==> src/rtl/core/bbe_pkg.sv <==
`timescale 1ns / 1ps

package bbe_pkg;

   // Input item kinds carried on req_tuser
   localparam logic OP_PIXEL = 1'b0;
   localparam logic OP_DRAIN = 1'b1;

   // Register indexes (byte address / 4)
   localparam logic [1:0] REG_THRESHOLD  = 2'd0;
   localparam logic [1:0] REG_FRAME_COLS = 2'd1;
   localparam logic [1:0] REG_FRAME_ROWS = 2'd2;

   localparam logic [7:0] THRESHOLD_RESET = 8'd127;
   localparam logic [8:0] FRAME_DIM_RESET = 9'd256;
   localparam int         FRAME_DIM_MIN   = 3;

   localparam logic [7:0] PIXEL_WHITE = 8'd255;
   localparam logic [7:0] PIXEL_BLACK = 8'd0;

   localparam int QUEUE_DEPTH = 2;

   typedef struct packed {
      logic [7:0] threshold;
      logic [8:0] frame_cols;
      logic [8:0] frame_rows;
      logic       restart;     // geometry written: start the frame again
   } bbe_cfg_type;

   // One classified pixel step, as handed from the front to the back
   typedef struct packed {
      logic       pix_bit;     // thresholded value, 1 is white
      logic       emit;        // this step releases a result
      logic       interior;    // result position lies off the frame border
      logic       done;        // result is the last of the frame
      logic [7:0] row;
      logic [7:0] col;
   } bbe_entry_type;

endpackage

==> src/rtl/core/bbe_ram.sv <==
`timescale 1ns / 1ps

module bbe_ram #(
   parameter int WIDTH = 2,
   parameter int DEPTH = 256
) (
   input  logic                     clock,
   input  logic                     wr_en,
   input  logic [$clog2(DEPTH)-1:0] wr_addr,
   input  logic [WIDTH-1:0]         wr_data,
   input  logic                     rd_en,
   input  logic [$clog2(DEPTH)-1:0] rd_addr,
   output logic [WIDTH-1:0]         rd_data
);

   logic [WIDTH-1:0] mem_ff [DEPTH];
   logic [WIDTH-1:0] rd_data_ff;

   always_ff @(posedge clock) begin
      if (wr_en) begin
         mem_ff[wr_addr] <= wr_data;
      end
      if (rd_en) begin
         rd_data_ff <= mem_ff[rd_addr];
      end
   end

   assign rd_data = rd_data_ff;

endmodule

==> src/rtl/core/bbe_front.sv <==
`timescale 1ns / 1ps

module bbe_front import bbe_pkg::*; #(
   parameter int MAX_COLS = 256,
   parameter int MAX_ROWS = 256
) (
   input  logic                        clock,
   input  logic                        reset,
   input  bbe_cfg_type                 cfg,
   input  logic                        req_tvalid,
   output logic                        req_tready,
   input  logic                        req_opcode,
   input  logic [7:0]                  req_pixel,
   input  logic                        q_full,
   output logic                        q_push,
   output bbe_entry_type               q_entry,
   output logic [$clog2(MAX_COLS)-1:0] q_addr
);

   localparam int CAW = $clog2(MAX_COLS);
   localparam int CNW = $clog2(MAX_COLS + 1);
   localparam int IRW = $clog2(MAX_ROWS + 2);
   localparam int ERW = $clog2(MAX_ROWS);
   localparam int RNW = $clog2(MAX_ROWS + 1);

   logic [IRW-1:0] in_row_ff,   in_row_in;
   logic [CAW-1:0] in_col_ff,   in_col_in;
   logic [ERW-1:0] emit_row_ff, emit_row_in;
   logic [CAW-1:0] emit_col_ff, emit_col_in;

   logic [CNW-1:0] cols_val;
   logic [RNW-1:0] rows_val;
   logic           flushing;
   logic           ignore;
   logic           accept;
   logic           emit;
   logic           col_last;
   logic           ecol_last;
   logic           erow_last;
   logic           done;
   logic           interior;

   // Clamp the geometry to the supported range
   always_comb begin
      if (32'(cfg.frame_cols) < 32'(FRAME_DIM_MIN)) begin
         cols_val = CNW'(FRAME_DIM_MIN);
      end else if (32'(cfg.frame_cols) > 32'(MAX_COLS)) begin
         cols_val = CNW'(MAX_COLS);
      end else begin
         cols_val = CNW'(cfg.frame_cols);
      end
      if (32'(cfg.frame_rows) < 32'(FRAME_DIM_MIN)) begin
         rows_val = RNW'(FRAME_DIM_MIN);
      end else if (32'(cfg.frame_rows) > 32'(MAX_ROWS)) begin
         rows_val = RNW'(MAX_ROWS);
      end else begin
         rows_val = RNW'(cfg.frame_rows);
      end
   end

   // Once every pixel of the frame is in, any item pushes a black phantom pixel
   assign flushing  = 32'(in_row_ff) >= 32'(rows_val);
   assign ignore    = !flushing && (req_opcode == OP_DRAIN);
   assign req_tready = !q_full;
   assign accept    = req_tvalid && req_tready;
   assign q_push    = accept && !ignore;

   assign emit = (32'(in_row_ff) >= 32'd2) || ((in_row_ff == IRW'(1)) && (in_col_ff != '0));
   assign col_last  = (32'(in_col_ff) + 32'd1) >= 32'(cols_val);
   assign ecol_last = (32'(emit_col_ff) + 32'd1) >= 32'(cols_val);
   assign erow_last = (32'(emit_row_ff) + 32'd1) >= 32'(rows_val);
   assign done      = erow_last && ecol_last;
   assign interior  = (emit_row_ff != '0) && ((32'(emit_row_ff) + 32'd2) <= 32'(rows_val))
                   && (emit_col_ff != '0) && ((32'(emit_col_ff) + 32'd2) <= 32'(cols_val));

   always_comb begin
      q_entry.pix_bit  = !flushing && (req_pixel > cfg.threshold);
      q_entry.emit     = emit;
      q_entry.interior = interior;
      q_entry.done     = done;
      q_entry.row      = 8'(emit_row_ff);
      q_entry.col      = 8'(emit_col_ff);
      q_addr           = in_col_ff;
   end

   always_comb begin
      in_row_in   = in_row_ff;
      in_col_in   = in_col_ff;
      emit_row_in = emit_row_ff;
      emit_col_in = emit_col_ff;
      if (cfg.restart) begin
         in_row_in   = '0;
         in_col_in   = '0;
         emit_row_in = '0;
         emit_col_in = '0;
      end else if (q_push) begin
         if (col_last) begin
            in_col_in = '0;
            in_row_in = in_row_ff + IRW'(1);
         end else begin
            in_col_in = in_col_ff + CAW'(1);
         end
         if (emit) begin
            if (ecol_last) begin
               emit_col_in = '0;
               emit_row_in = emit_row_ff + ERW'(1);
            end else begin
               emit_col_in = emit_col_ff + CAW'(1);
            end
            if (done) begin
               in_row_in   = '0;
               in_col_in   = '0;
               emit_row_in = '0;
               emit_col_in = '0;
            end
         end
      end
   end

   always_ff @(posedge clock) begin
      if (reset) begin
         in_row_ff   <= '0;
         in_col_ff   <= '0;
         emit_row_ff <= '0;
         emit_col_ff <= '0;
      end else begin
         in_row_ff   <= in_row_in;
         in_col_ff   <= in_col_in;
         emit_row_ff <= emit_row_in;
         emit_col_ff <= emit_col_in;
      end
   end

endmodule

==> src/rtl/core/bbe_queue.sv <==
`timescale 1ns / 1ps

module bbe_queue import bbe_pkg::*; #(
   parameter int ADDR_W = 8
) (
   input  logic              clock,
   input  logic              reset,
   input  logic              push,
   input  bbe_entry_type     push_entry,
   input  logic [ADDR_W-1:0] push_addr,
   output logic              full,
   input  logic              pop,
   output logic              head_valid,
   output bbe_entry_type     head_entry,
   output logic [ADDR_W-1:0] head_addr
);

   localparam int PW = $clog2(QUEUE_DEPTH);
   localparam int NW = $clog2(QUEUE_DEPTH + 1);

   bbe_entry_type     entry_ff [QUEUE_DEPTH];
   logic [ADDR_W-1:0] addr_ff  [QUEUE_DEPTH];
   logic [PW-1:0]     wr_ptr_ff, wr_ptr_in;
   logic [PW-1:0]     rd_ptr_ff, rd_ptr_in;
   logic [NW-1:0]     count_ff,  count_in;
   logic              do_push;
   logic              do_pop;

   assign full       = count_ff == NW'(QUEUE_DEPTH);
   assign head_valid = count_ff != '0;
   assign head_entry = entry_ff[rd_ptr_ff];
   assign head_addr  = addr_ff[rd_ptr_ff];
   assign do_push    = push && !full;
   assign do_pop     = pop && head_valid;

   always_comb begin
      wr_ptr_in = wr_ptr_ff;
      rd_ptr_in = rd_ptr_ff;
      count_in  = count_ff;
      if (do_push) begin
         wr_ptr_in = (32'(wr_ptr_ff) == QUEUE_DEPTH - 1) ? '0 : wr_ptr_ff + PW'(1);
      end
      if (do_pop) begin
         rd_ptr_in = (32'(rd_ptr_ff) == QUEUE_DEPTH - 1) ? '0 : rd_ptr_ff + PW'(1);
      end
      if (do_push && !do_pop) begin
         count_in = count_ff + NW'(1);
      end else if (do_pop && !do_push) begin
         count_in = count_ff - NW'(1);
      end
   end

   always_ff @(posedge clock) begin
      if (do_push) begin
         entry_ff[wr_ptr_ff] <= push_entry;
         addr_ff[wr_ptr_ff]  <= push_addr;
      end
   end

   always_ff @(posedge clock) begin
      if (reset) begin
         wr_ptr_ff <= '0;
         rd_ptr_ff <= '0;
         count_ff  <= '0;
      end else begin
         wr_ptr_ff <= wr_ptr_in;
         rd_ptr_ff <= rd_ptr_in;
         count_ff  <= count_in;
      end
   end

endmodule

==> src/rtl/core/bbe_back.sv <==
`timescale 1ns / 1ps

module bbe_back import bbe_pkg::*; #(
   parameter int MAX_COLS = 256
) (
   input  logic                        clock,
   input  logic                        reset,
   input  logic                        q_valid,
   input  bbe_entry_type               q_entry,
   input  logic [$clog2(MAX_COLS)-1:0] q_addr,
   output logic                        q_pop,
   output logic                        rsp_tvalid,
   input  logic                        rsp_tready,
   output logic [7:0]                  rsp_pixel,
   output logic [7:0]                  rsp_row,
   output logic [7:0]                  rsp_col,
   output logic                        rsp_last
);

   localparam int CAW = $clog2(MAX_COLS);

   logic           s1_valid_ff, s1_valid_in;
   bbe_entry_type  s1_entry_ff;
   logic [CAW-1:0] s1_addr_ff;
   logic [8:0]     window_ff,   window_in;
   logic           out_valid_ff, out_valid_in;
   logic [7:0]     out_pixel_ff;
   logic [7:0]     out_row_ff;
   logic [7:0]     out_col_ff;
   logic           out_last_ff;

   logic [1:0]     line_rd;     // [1] middle line, [0] upper line
   logic [1:0]     line_wr;
   logic           advance;
   logic           load_out;
   logic           white;

   // Non-emitting steps never wait on the output register
   assign advance  = s1_valid_ff && (!s1_entry_ff.emit || !out_valid_ff || rsp_tready);
   assign q_pop    = q_valid && (!s1_valid_ff || advance);
   assign load_out = advance && s1_entry_ff.emit;

   // Shift the lines down one row at this column
   assign line_wr = {s1_entry_ff.pix_bit, line_rd[1]};

   bbe_ram #(
      .WIDTH(2),
      .DEPTH(MAX_COLS)
   ) u_line_ram (
      .clock  (clock),
      .wr_en  (advance),
      .wr_addr(s1_addr_ff),
      .wr_data(line_wr),
      .rd_en  (q_pop),
      .rd_addr(q_addr),
      .rd_data(line_rd)
   );

   // Newest column enters at the top bits, row 0 lowest
   always_comb begin
      window_in = window_ff;
      if (advance) begin
         window_in = {s1_entry_ff.pix_bit, line_rd[1], line_rd[0], window_ff[8:3]};
      end
      white = window_in[4] || (s1_entry_ff.interior && (window_in == '0));
   end

   always_comb begin
      s1_valid_in = s1_valid_ff;
      if (q_pop) begin
         s1_valid_in = 1'b1;
      end else if (advance) begin
         s1_valid_in = 1'b0;
      end
      out_valid_in = out_valid_ff;
      if (load_out) begin
         out_valid_in = 1'b1;
      end else if (rsp_tready) begin
         out_valid_in = 1'b0;
      end
   end

   always_ff @(posedge clock) begin
      if (q_pop) begin
         s1_entry_ff <= q_entry;
         s1_addr_ff  <= q_addr;
      end
      if (load_out) begin
         out_pixel_ff <= white ? PIXEL_WHITE : PIXEL_BLACK;
         out_row_ff   <= s1_entry_ff.row;
         out_col_ff   <= s1_entry_ff.col;
         out_last_ff  <= s1_entry_ff.done;
      end
   end

   always_ff @(posedge clock) begin
      if (reset) begin
         s1_valid_ff  <= 1'b0;
         out_valid_ff <= 1'b0;
         window_ff    <= '0;
      end else begin
         s1_valid_ff  <= s1_valid_in;
         out_valid_ff <= out_valid_in;
         window_ff    <= window_in;
      end
   end

   assign rsp_tvalid = out_valid_ff;
   assign rsp_pixel  = out_pixel_ff;
   assign rsp_row    = out_row_ff;
   assign rsp_col    = out_col_ff;
   assign rsp_last   = out_last_ff;

endmodule

==> src/rtl/core/binary_boundary_extract_3x3.sv <==
`timescale 1ns / 1ps
// A pixel's result passes the queue, the s1 register and the output register before rsp_tvalid.
// Throughput: one transaction per cycle unless rsp_tready stalls fill the queue, set by the single
// write and single registered read port of the two-row line buffer RAM.
// Reset (synchronous, active high) clears counters, window and valid flags and
// loads the registers with their defaults; line buffer contents are not cleared.

module binary_boundary_extract_3x3 import bbe_pkg::*; #(
   parameter int MAX_COLS = 256,
   parameter int MAX_ROWS = 256
) (
   input  logic        clock,
   input  logic        reset,
   input  logic        req_tvalid,
   output logic        req_tready,
   input  logic [7:0]  req_tdata,     // [7:0] pixel_in
   input  logic        req_tuser,     // [0] opcode
   output logic        rsp_tvalid,
   input  logic        rsp_tready,
   output logic [23:0] rsp_tdata,     // [7:0] pixel_out, [15:8] out_row, [23:16] out_col
   output logic        rsp_tlast,     // frame_done
   input  logic        csr_psel,
   input  logic        csr_penable,
   input  logic        csr_pwrite,
   input  logic [3:0]  csr_paddr,
   input  logic [31:0] csr_pwdata,
   output logic [31:0] csr_prdata,
   output logic        csr_pready
);

   localparam int CAW = $clog2(MAX_COLS);

   logic [7:0]     threshold_ff,  threshold_in;
   logic [8:0]     frame_cols_ff, frame_cols_in;
   logic [8:0]     frame_rows_ff, frame_rows_in;
   logic           wr_en;
   logic [1:0]     reg_index;
   logic           restart;
   bbe_cfg_type    cfg;

   logic           q_push;
   logic           q_full;
   bbe_entry_type  q_push_entry;
   logic [CAW-1:0] q_push_addr;
   logic           q_pop;
   logic           q_valid;
   bbe_entry_type  q_head_entry;
   logic [CAW-1:0] q_head_addr;

   logic [7:0]     rsp_pixel;
   logic [7:0]     rsp_row;
   logic [7:0]     rsp_col;

   assign csr_pready = 1'b1;
   assign wr_en      = csr_psel && csr_penable && csr_pwrite && csr_pready;
   assign reg_index  = csr_paddr[3:2];

   always_comb begin
      threshold_in  = threshold_ff;
      frame_cols_in = frame_cols_ff;
      frame_rows_in = frame_rows_ff;
      restart       = 1'b0;
      if (wr_en) begin
         unique case (reg_index)
            REG_THRESHOLD:  threshold_in = csr_pwdata[7:0];
            REG_FRAME_COLS: begin
               frame_cols_in = csr_pwdata[8:0];
               restart       = 1'b1;
            end
            REG_FRAME_ROWS: begin
               frame_rows_in = csr_pwdata[8:0];
               restart       = 1'b1;
            end
            default: ;
         endcase
      end
   end

   always_comb begin
      unique case (reg_index)
         REG_THRESHOLD:  csr_prdata = 32'(threshold_ff);
         REG_FRAME_COLS: csr_prdata = 32'(frame_cols_ff);
         REG_FRAME_ROWS: csr_prdata = 32'(frame_rows_ff);
         default:        csr_prdata = '0;
      endcase
   end

   always_ff @(posedge clock) begin
      if (reset) begin
         threshold_ff  <= THRESHOLD_RESET;
         frame_cols_ff <= FRAME_DIM_RESET;
         frame_rows_ff <= FRAME_DIM_RESET;
      end else begin
         threshold_ff  <= threshold_in;
         frame_cols_ff <= frame_cols_in;
         frame_rows_ff <= frame_rows_in;
      end
   end

   always_comb begin
      cfg.threshold  = threshold_ff;
      cfg.frame_cols = frame_cols_ff;
      cfg.frame_rows = frame_rows_ff;
      cfg.restart    = restart;
   end

   bbe_front #(
      .MAX_COLS(MAX_COLS),
      .MAX_ROWS(MAX_ROWS)
   ) u_front (
      .clock     (clock),
      .reset     (reset),
      .cfg       (cfg),
      .req_tvalid(req_tvalid),
      .req_tready(req_tready),
      .req_opcode(req_tuser),
      .req_pixel (req_tdata),
      .q_full    (q_full),
      .q_push    (q_push),
      .q_entry   (q_push_entry),
      .q_addr    (q_push_addr)
   );

   bbe_queue #(
      .ADDR_W(CAW)
   ) u_queue (
      .clock     (clock),
      .reset     (reset),
      .push      (q_push),
      .push_entry(q_push_entry),
      .push_addr (q_push_addr),
      .full      (q_full),
      .pop       (q_pop),
      .head_valid(q_valid),
      .head_entry(q_head_entry),
      .head_addr (q_head_addr)
   );

   bbe_back #(
      .MAX_COLS(MAX_COLS)
   ) u_back (
      .clock     (clock),
      .reset     (reset),
      .q_valid   (q_valid),
      .q_entry   (q_head_entry),
      .q_addr    (q_head_addr),
      .q_pop     (q_pop),
      .rsp_tvalid(rsp_tvalid),
      .rsp_tready(rsp_tready),
      .rsp_pixel (rsp_pixel),
      .rsp_row   (rsp_row),
      .rsp_col   (rsp_col),
      .rsp_last  (rsp_tlast)
   );

   assign rsp_tdata = {rsp_col, rsp_row, rsp_pixel};

endmodule

==> config.mk <==
export PLATFORM = sky130hd
export DESIGN_NAME = binary_boundary_extract_3x3
export DESIGN_NICKNAME = d
export VERILOG_FILES = /design/src/rtl/core/bbe_pkg.sv /design/src/rtl/core/bbe_ram.sv /design/src/rtl/core/bbe_front.sv /design/src/rtl/core/bbe_queue.sv /design/src/rtl/core/bbe_back.sv /design/src/rtl/core/binary_boundary_extract_3x3.sv
export SDC_FILE = /design/constraint.sdc
export NUM_CORES = 1
export LEC_CHECK = 0
export BUFFER_PORTS_ARGS = -buffer_cell sky130_fd_sc_hd__buf_2
export CAP_MARGIN = 20
export CORE_ASPECT_RATIO = 1.25
export CORE_UTILIZATION = 50
export CTS_CLUSTER_SIZE = 25
export DETAILED_ROUTE_END_ITERATION = 6
export GPL_TIMING_DRIVEN = 1
export PLACE_DENSITY = 0.68
export SLEW_MARGIN = 30
export SYNTH_ARGS = -nofsm -noshare
export SYNTH_HDL_FRONTEND = slang
export SYNTH_SLANG_ARGS = --single-unit
export TNS_END_PERCENT = 30
==> constraint.sdc <==
create_clock -name clock -period 5.15 [get_ports clock]
set_input_delay 0 -clock clock [delete_from_list [all_inputs] [get_ports clock]]
set_output_delay 0 -clock clock [all_outputs]
set_load 0.02 [all_outputs]
-- Yosys cells after proc, flatten, opt, wreduce, memory -nomap -nowiden
Memory sizes are Yosys's and may differ from the RTL's. A register that Yosys moved wholly into a read port is not among the register bits.
Index checks and enable logic that the tools add are counted.
W data, S select, Z words.
- RAM bits: 568
- output and inout port bits: 60
- memories: 3
- register bits: 107
- memories (memory ; words ; width ; rd ports ; clocked after Yosys merged registers in ; wr ports ; RTL line ; RTL):
    u_back.u_line_ram.mem_ff ; 256 ; 2 ; 1 ; 1 ; 1 ; bbe_ram.sv:16 ; logic [WIDTH-1:0] mem_ff [DEPTH];
    u_queue.entry_ff ; 2 ; 20 ; 1 ; 1 ; 1 ; bbe_queue.sv:21 ; bbe_entry_type entry_ff [QUEUE_DEPTH];
    u_queue.addr_ff ; 2 ; 8 ; 1 ; 1 ; 1 ; bbe_queue.sv:22 ; logic [ADDR_W-1:0] addr_ff [QUEUE_DEPTH];
- magnitude comparators: 12
- add/sub/neg operators: 13
- equal/unequal tests: 4
- mux-type cells: 33
- reductions and logical operators: 49
- operator list (operator ; count):
    $ge A32 B9 Y1 ; 3
    $mux W9 ; 8
    $le A32 B9 Y1 ; 2
    $mux W8 ; 8
    $add A8 B1 Y9 const B ; 3
    $pmux W9 S3 ; 1
    $add A8 B1 Y8 const B ; 3
    $reduce_bool A8 Y1 ; 3
    $logic_and A1 B1 Y1 ; 19
    $add A8 B2 Y9 const B ; 2
    $gt A9 B9 Y1 const B ; 2
    $lt A9 B2 Y1 const B ; 2
    $mux W1 ; 14
    $reduce_bool A2 Y1 ; 5
    $add A9 B1 Y9 const B ; 1
    $eq A9 B1 Y1 const B ; 1
    $ge A9 B2 Y1 const B ; 1
    $ge A9 B9 Y1 ; 1
    $logic_not A9 Y1 ; 1
    $gt A8 B8 Y1 ; 1
    $logic_not A1 Y1 ; 8
    $reduce_and A2 Y1 ; 4
    $logic_or A1 B1 Y1 ; 5
    $eq A2 B2 Y1 const B ; 2
    8 further kinds ; 11

-- Depth between registers and ports, before layout
Gate-level depths: netlist of run 1.
- depth after elaboration: 13
- mapped depth: 17

-- By module
From an unflattened synthesis of run 1, not the netlist that was laid out.
- cells, all modules: 2086
- area, all modules: 30728.2 µm²
- modules (own cells, without submodules) (module ; cells each ; times used ; area each (µm²)):
    bbe_ram ; 1242 ; 1 ; 21401.8
    bbe_front ; 458 ; 1 ; 3619.7
    bbe_queue ; 112 ; 1 ; 2237.1
    bbe_back ; 112 ; 1 ; 1944.4
    binary_boundary_extract_3x3 ; 162 ; 1 ; 1525.2

-- Worst setup path before layout of run 1
Ideal clock, no wire load.
- kind: register to register
- start point: register, netlist name u_back.line_wr[1]
- end point: register u_back.out_pixel_ff[6] (netlist: u_back.rsp_pixel[6]) (data pin)
- setup time: 270 ps
- path slack: 989 ps
- clock period less this slack: 4161 ps
- cell stages (with the launch flop): 4
- required time: 4880 ps
- arrival: 3891 ps
- cell sequence: edfxtp_1 -> nor4_1 -> a211oi_1 -> a21oi_1
- cells in the longest elaborated chain, start to end: 5
- ends and longest elaborated chain (element ; RTL line ; RTL):
    $mux W9 ; bbe_back.sv:62 ; if (advance) begin
    $logic_not A9 Y1 ; bbe_back.sv:65 ; white = window_in[4] || (s1_entry_ff.interior && (window_in == '0));
    $logic_and A1 B1 Y1 ; bbe_back.sv:65 ;
    $logic_or A1 B1 Y1 ; bbe_back.sv:65 ;
    named net u_back.white ; bbe_back.sv:36 ; logic white;
    $mux W8 ; bbe_back.sv:89 ; out_pixel_ff <= white ? PIXEL_WHITE : PIXEL_BLACK;
    end signal: assignment ; bbe_back.sv:89 ;
    end: declaration ; bbe_back.sv:27 ; logic [7:0] out_pixel_ff;
The timed path passes the listed nets, and every way through them passes these cells.
A chain may end at the register's enable or synchronous reset.

-- Final worst setup path of run 1
- start point: register frame_rows_ff[4]
- end point: register u_queue.count_ff[1]
- cells in the longest elaborated chain, start to end: 12
- ends and longest elaborated chain (element ; RTL line ; RTL):
    start: declaration ; binary_boundary_extract_3x3.sv:35 ; logic [8:0] frame_rows_ff, frame_rows_in;
    start signal: assignment ; binary_boundary_extract_3x3.sv:96 ; frame_rows_ff <= frame_rows_in;
    $gt A9 B9 Y1 ; bbe_front.sv:54 ; end else if (32'(cfg.frame_rows) > 32'(MAX_ROWS)) begin
    $mux W9 ; bbe_front.sv:54 ;
    $mux W9 * ; bbe_front.sv:52 ; if (32'(cfg.frame_rows) < 32'(FRAME_DIM_MIN)) begin
    $ge A9 B9 Y1 * ; bbe_front.sv:62 ; assign flushing = 32'(in_row_ff) >= 32'(rows_val);
    $logic_not A1 Y1 * ; bbe_front.sv:63 ; assign ignore = !flushing && (req_opcode == OP_DRAIN);
    $logic_and A1 B1 Y1 * ; bbe_front.sv:63 ;
    $logic_not A1 Y1 * ; bbe_front.sv:66 ; assign q_push = accept && !ignore;
    $logic_and A1 B1 Y1 * ; bbe_front.sv:66 ;
    $logic_and A1 B1 Y1 * ; bbe_queue.sv:33 ; assign do_push = push && !full;
    $logic_not A1 Y1 ; bbe_queue.sv:48 ; end else if (do_pop && !do_push) begin
    $logic_and A1 B1 Y1 ; bbe_queue.sv:48 ;
    $reduce_bool A2 Y1 (no source line) ; n/a ;
    end signal: assignment ; bbe_queue.sv:68 ; count_ff <= count_in;
    end: declaration ; bbe_queue.sv:25 ; logic [NW-1:0] count_ff, count_in;
Every way passes the cells marked *; elsewhere a longest branch is shown, timed or not.

==> results of run 1 <==
## state kept, by name, summed over array words and instances, names as in the netlist, 9 cells and up, named ones only
name	flops
frame_rows_ff	9
u_queue.addr_ff	16
u_back.window_ff	9
frame_cols_ff	9
u_back.s1_entry_ff	19
u_front.in_row_ff	9
u_queue.entry_ff	40
u_back.u_line_ram.mem_ff	512
## area by class of cell
class,count,area [um^2]
fillers,4791,26000
flip-flops and latches,691,20000
multi-input cells,1589,9400
inverters,35,139
well taps,765,957
clock buffers,85,1860
clock inverters,31,297
repair buffers,123,882
## cell usage in the layout, fill, tap and decap left out, types with 9 or more instances in the layout
cell,netlist,final
nand2b_1,10,10
dfxtp_1,75,74
nor2b_1,13,13
o22ai_1,67,66
a211o_1,9,9
mux2i_1,119,117
xor2_1,18,18
a21oi_1,81,81
buf_4,34,41
nor2_1,323,321
o21ai_0,31,31
nand2_1,387,384
ha_1,80,80
clkinv_2,0,15
clkbuf_16,0,70
a32oi_1,16,16
xnor2_1,18,18
conb_1,2,24
mux2_2,21,21
edfxtp_1,616,616
inv_1,31,31
clkinv_1,3,9
nor3_1,22,22
a31oi_1,46,46
o21a_1,13,13
dlygate4sd3_1,0,13
a21o_1,9,9
buf_2,31,62
a2111oi_0,9,9
nand3_1,152,152
nand4_1,20,20
clkbuf_1,105,10
## cells by family (layout without fill, tap and decap cells)
kind of cell / after synthesis / after routing
buffers and inverters: 209 / 274
adders and majority gates: 80 / 80
xor gates and xnor gates: 36 / 36
other: 2 / 24
muxes: 148 / 148
and+or+nand+nor: 976 / 976
DFF: 691 / 691
AOI/OAI and AO/OA: 325 / 325
## worst register-to-register path, stage by stage, from the launching register on
cell	delay (ps)
dfxtp_1	330
or4_1	530
nor3_1	190
nor2_1	70
nor2_1	340
ha_1	310
nand2b_1	140
a21o_1	170
a21o_1	170
a21oi_1	220
o311ai_2	220
nand2_1	390
clkinv_1	160
ha_1	330
or3_1	380
a21oi_1	140
## repair_timing
item	CTS	global route
hold buffers	13	0
setup endpoints to repair	0	0
hold endpoints to repair	37	0
## how the worst max path moves through the flow
stage                           to  slack, ps  depth (start not counted)
3_5_place_dp   u_queue.count_ff[1]        990                         15
5_1_grt        u_queue.count_ff[1]        640                         16
4_1_cts        u_queue.count_ff[1]        950                         15
3_3_place_gp   u_queue.count_ff[1]        980                         15
2_1_floorplan  u_back.rsp_pixel[6]        990                          3
6_report       u_queue.count_ff[1]        990                         15
## power by group
| part | internal, mW | switching, mW | leakage [nW] |
|---|---|---|---|
| Combinational | 0.944 | 2.38 | 4.20 |
| Clock | 2.80 | 2.02 | 1.06 |
| Sequential | 6.90 | 0.154 | 6.20 |
## through the flow
stage / cells / area (um^2) / total power [mW] / hold WS (ps)
after CTS: 3317 / 33500 / 15.3 / 0.0394
final: 3319 / 33500 / 15.2 / 33.4
after global placement: 3188 / 31200 / 10.4 / 240
after floorplan: 2489 / 30300 / 9.40 / 118
after global routing: 3319 / 33500 / 15.8 / 73.1
after detailed placement: 3188 / 31200 / 10.5 / 245
## per-layer routing
layer / wire length, um / vias up
met5: 0 / -
met4: 3130 / 0
met3: 4440 / 163
met2: 37600 / 709
met1: 26700 / 9700
li1: - / 9072
==> flow_summary.ini, run 1 <==
[drt]
ant_nets = 0
first_pass_iters = 6
vias = 19600
drtIter0Drc = 1855
wl_per_cell_um = 21.7
drc_errors = 0
viasPerCell = 5.92
routed_wl_um = 71900

[synth]
synthDistinctLibCells = 68
yosysTopAreaCell = edfxtp_1
synth_top_family_by_area = simple AND/OR/NAND/NOR gates
synth_area_per_cell_um2 = 12.2
synth_common_cells = edfxtp_1 (616), nand2_1 (387), nor2_1 (323)
synth_most_common_cell = edfxtp_1
synth_seq_cells = 691
yosys.area_share.simple_pct = 13.8
synth_xor_area_share_pct = 1.04
synth_ff_type = edfxtp_1
synth_area_um2 = 30200
synthAdderAreaFrac_pct = 3.32
yosysSeqAreaShare_pct = 66.2
synth_compound_area_share_pct = 7.13
synthMuxAreaShare_pct = 5.33
synth_area_leaders = edfxtp_1 (61%), dfxtp_1 (5.0%), nand2_1 (4.8%)
ys.warnings.count = 0
async_flop_share_pct = 0
yosys.area.top_type_share_pct = 61.3
synthCells = 2467
synth_enable_flop_cells = 616

[run_status]
outcome = complete, no violations

[global_route]
grt.overflow.total = 0
grt_pass1_wl_um = 110000
grt_max_degree = 259
grt_usage_pct = 23.5
grt_use_met1_pct = 27.6
grt_pass1_vias = 19800
antenna_found_initial = 0
grt_use_met3_pct = 3.53
top_usage_layer = met2
grt_use_met2_pct = 42.1

[clocking]
clockBufferDepth = 3
cts_tree = yes
insertion_delay_ps = 600
post_cts.repair.setup_buffers = 0
cts_buffers = 66
clock_sinks = 691
clk_pin_slew_ps = 60
cts_resized = 0
clockRootBuffer = clkbuf_16
cts_max_level = 3

[floorplanning]
ios = 112
core_region_area_um2 = 59600
die_area_um2 = 61400
core.rowCount = 100
die_width_um = 222
start_util_pct = 50.7
dieHeight_um = 277

[timing]
setup_viol = 0
min_period_over_period_pct = 80.8
worstMarginPinSlew_ps = 993
hold_viol_final = 0
worst_slack_ps = 989
slew_violations = 0
fmax_mhz = 240
setup_tns_ps = 0
grt_setup_unrepaired = false
period_minus_slack_ps = 4160
slew_headroom_pct = 33.7
fin_skew_ps = 32.1

[pwr]
peakVddDrop_mv = 0.330
p_per_area_nw_per_um2 = 453
p_leak_nw = 11.5

[hold_path]
hp-class = in -> reg
whs_path_depth = 5
hold_end = u_front.in_row_ff[4]
hp-start = req_tuser

[setup_path]
worst-path-buf-inv = 1
slowest_delay_ps = 530
endpoint_kind = flop
cp-start-kind = flop
reg2regPathDepth = 15
required_ps = 5670
cp.arrival_ps = 4680
cp_slowest_cell = or4_1
reg2reg_to = u_queue.count_ff[1]
worstSetupStartpoint = frame_rows_ff[4]
crit_fanout = 10
r2r_start = frame_rows_ff[4]
critPathTopFamily = simple AND/OR/NAND/NOR gates
reg2reg_setup_slack_ps = 990
crit_path_cell_trace = or4_1 -> nor3_1 -> nor2_1 -> nor2_1 -> ha_1 -> nand2b_1 -> a21o_1 -> a21o_1 -> a21oi_1 -> o311ai_2 -> nand2_1 -> clkinv_1 -> ha_1 -> or3_1 -> a21oi_1
path_class = reg -> reg

[place]
hpwl_um = 44400
io_buffer_count = 62
detailedPlace.worstSlack_ps = 987
globalplace.congestion = 0.871

[layout]
finalCoreUtilization_pct = 56.3
layout.nets = 2638
layout-drive-gt1-share_pct = 10.3
antenna_cells = 0
syn_to_final_growth_pct = 11.1

[run]
maxCapViolCount = 0
Note: power is estimated with default switching activity, not from simulation.
==> run 2, diff against run 1 <==
Settings changed: ABC_AREA from default to 1, PLACE_DENSITY 0.68 to 0.7.
Clock period 5.15 ns to 3.8 ns, I/O delays scaled along.
==> run 2 against run 1 <==
- clock skew is 4.2 ps higher
- fmax is 22% higher
- critical path depth is 2 higher
- core utilization is 0.28 points lower
- routed wire length is 9.2% higher
- flip-flop and latch count stayed put
- largest power group unchanged
- highest routed layer unchanged
==> flow_summary.ini, run 2 <==
[run_status]
outcome = complete, no violations

[pwr]
peakVddDrop_mv = 0.498
total_power_mw = 22.7
p_per_area_nw_per_um2 = 630
p_int_mw = 14.9
netSwitchingFraction_pct = 34.3
p_switching_mw = 7.77
power.share.clock_pct = 29.3
comb_power_share_pct = 27.9
seq_power_share_pct = 42.8
p_leak_nw = 14.9

[synth]
synth_most_common_cell = nand2_1
yosys.area.top_type_share_pct = 56.9
synth_area_leaders = edfxtp_1 (57%), nand2_1 (9.7%), nand3_1 (7.7%)
ys.warnings.count = 0
synth_enable_flop_cells = 616
synth_seq_cells = 691
yosysSeqAreaShare_pct = 61.5
synthCells = 3433
yosysTopAreaCell = edfxtp_1
async_flop_share_pct = 0
synth_ff_type = edfxtp_1
synth_area_per_cell_um2 = 9.47
synthDistinctLibCells = 41
synth_common_cells = nand2_1 (836), edfxtp_1 (616), nand3_1 (503)
synth_area_um2 = 32500

[timing]
period_minus_slack_ps = 3400
setup_viol = 0
min_period_over_period_pct = 89.5
grt_setup_unrepaired = false
worst_slack_ps = 400
hold_viol_final = 0
hold_ws_ps = 54.3
slew_headroom_pct = 45.7
worstMarginPinSlew_ps = 815
fin_skew_ps = 36.2
slew_violations = 0
fmax_mhz = 294

[drt]
first_pass_iters = 6
viasPerCell = 5.34
dr_wl_met2_um = 40800
routed_wl_um = 78500
top_layer_used = met4
wl_met3_um = 4460
drtIter0Drc = 2009
ant_nets = 0
vias = 23400
drc_errors = 0
routedLengthMet1_um = 30100
wl_per_cell_um = 17.9

[setup_path]
cp.arrival_ps = 3940
path_class = reg -> reg
required_ps = 4340
cp_slowest_cell = dfxtp_1
crit_path_cell_trace = ha_1 -> nand2_1 -> nor3_1 -> xor2_1 -> nor2_1 -> a21oi_1 -> ha_1 -> a21oi_1 -> o21a_1 -> nand2_1 -> a21oi_1 -> nand2_1 -> nand2_1 -> nor2_4 -> inv_1 -> nand2_1 -> a21oi_1
reg2regPathDepth = 17
crit_fanout = 11
crit_top_cell = nand2_1
reg2reg_setup_slack_ps = 400
r2r_start = u_front.emit_col_ff[2]
cp-start-kind = flop
endpoint_kind = flop
slowest_delay_ps = 480
reg2reg_to = u_front.emit_row_ff[4]

[layout]
regMostFlops = u_back.u_line_ram.mem_ff
layout.nets = 3607
antenna_cells = 0
largest_reg_flops = 512
layout-drive-gt1-share_pct = 7.06
multiInputGateArea_um2 = 9800
seqCellArea_um2 = 20000
final_common_cell = nand2_1
reg_top3 = u_back.u_line_ram.mem_ff (512), u_queue.entry_ff (40), u_back.s1_entry_ff (19)
fin_cells = 4377
final_area_um2 = 36000
layout_common_cells = nand2_1 (836), edfxtp_1 (616), nand3_1 (503)
n_fill_cell = 5639
syn_to_final_growth_pct = 10.8

[floorplanning]
start_util_pct = 50.6
die_width_um = 230
core_region_area_um2 = 64300
ios = 112
die_area_um2 = 66000
dieHeight_um = 287
core.rowCount = 104

[hold_path]
whs_path_depth = 5
hp-start = req_tvalid
hp-class = in -> reg
hold_end = u_front.emit_col_ff[6]

[clocking]
cts_buffers = 69
clockBufferDepth = 3
cts_tree = yes
clock_sinks = 691
insertion_delay_ps = 620
clockRootBuffer = clkbuf_16
post_cts.repair.setup_buffers = 0
cts_max_level = 3
clk_pin_slew_ps = 60

[global_route]
antenna_found_initial = 0
grt_pass1_wl_um = 121000
grt_max_degree = 192
grt_pass1_vias = 22400
grt_usage_pct = 23.9
grt.overflow.total = 0

[place]
io_buffer_count = 62
detailedPlace.worstSlack_ps = 253
globalplace.congestion = 0.901
dp_cells = 4236
placed_area_um2 = 33700
hpwl_um = 47700

[run]
maxCapViolCount = 0
run 2: through the flow:
| stage | utilization (%) | setup TNS, ps |
|---|---|---|
| floorplan | - | -143470 |
| global placement | 52.3 | 0 |
| detailed placement | 52.4 | 0 |
| CTS | 56.0 | 0 |
| global route | 56.0 | 0 |
| finish | 56.0 | 0 |
run 2: layout make-up:
class | instances | area share (%)
clock buffers | 91 | 5.23
well taps | 848 | 2.95
inverters | 493 | 5.15
flip-flops and latches | 691 | 55.5
clock inverters | 34 | 0.844
repair buffers | 140 | 3.07
multi-input cells | 2080 | 27.2
run 2: cell families (layout without fill, tap and decap cells):
kind of cell | Yosys count | in the layout | synth area share, %
multiplexers | 3 | 3 | 0.0924
AND/OR/NAND/NOR | 1778 | 1778 | 23.0
AO/OA/AOI/OAI | 172 | 172 | 2.91
buffers and inverters | 684 | 758 | 8.76
other | 2 | 24 | 0.0231
adder cells (fa/ha/maj) | 80 | 80 | 3.08
flip-flops | 691 | 691 | 61.5
XOR/XNOR | 23 | 23 | 0.620
run 2: what timing repair did:
action / CTS / global route
resized for setup: 0 / 1
hold endpoints to repair: 51 / 0
hold buffers: 16 / 0
endpoints found under the setup margin: 0 / 1
run 2: worst max path at each step:
stage,start,endpoint,slack (ps),depth (start not counted)
after floorplan,u_back.line_wr[1],u_back.rsp_pixel[6],-420,3
after global placement,frame_rows_ff[4],u_queue.count_ff[1],260,16
after detailed placement,frame_rows_ff[4],u_queue.count_ff[1],250,16
after CTS,frame_rows_ff[4],u_queue.count_ff[1],270,16
after global routing,u_front.emit_col_ff[2],u_front.emit_row_ff[7],60,18
final,u_front.emit_col_ff[2],u_front.emit_row_ff[4],400,17
run 2: critical path: cells and delay by family (launching register included):
family | cells | cell delay [ps]
buffers and inverters | 1 | 90
and+or+nand+nor | 8 | 1090
xor gates and xnor gates | 1 | 270
adders and majority gates | 2 | 540
AOI/OAI and AO/OA | 5 | 850
DFF | 1 | 480
run 2: layer usage:
layer | vias up | GRT usage, %
li1 | 11300 | -
met1 | 11100 | 28.6
met2 | 782 | 42.8
met3 | 167 | 2.67
met4 | 0 | 11.4
met5 | - | 0
run 2: power groups by stage:
stage / combinational [mW] / sequential (mW) / clock [mW]
finish: 6.32 / 9.71 / 6.65
global route: 6.95 / 9.73 / 7.02
CTS: 6.32 / 9.70 / 6.74
detailed placement: 6.29 / 9.86 / 0
global placement: 6.21 / 9.86 / 0
floorplan: 3.78 / 10.4 / 0
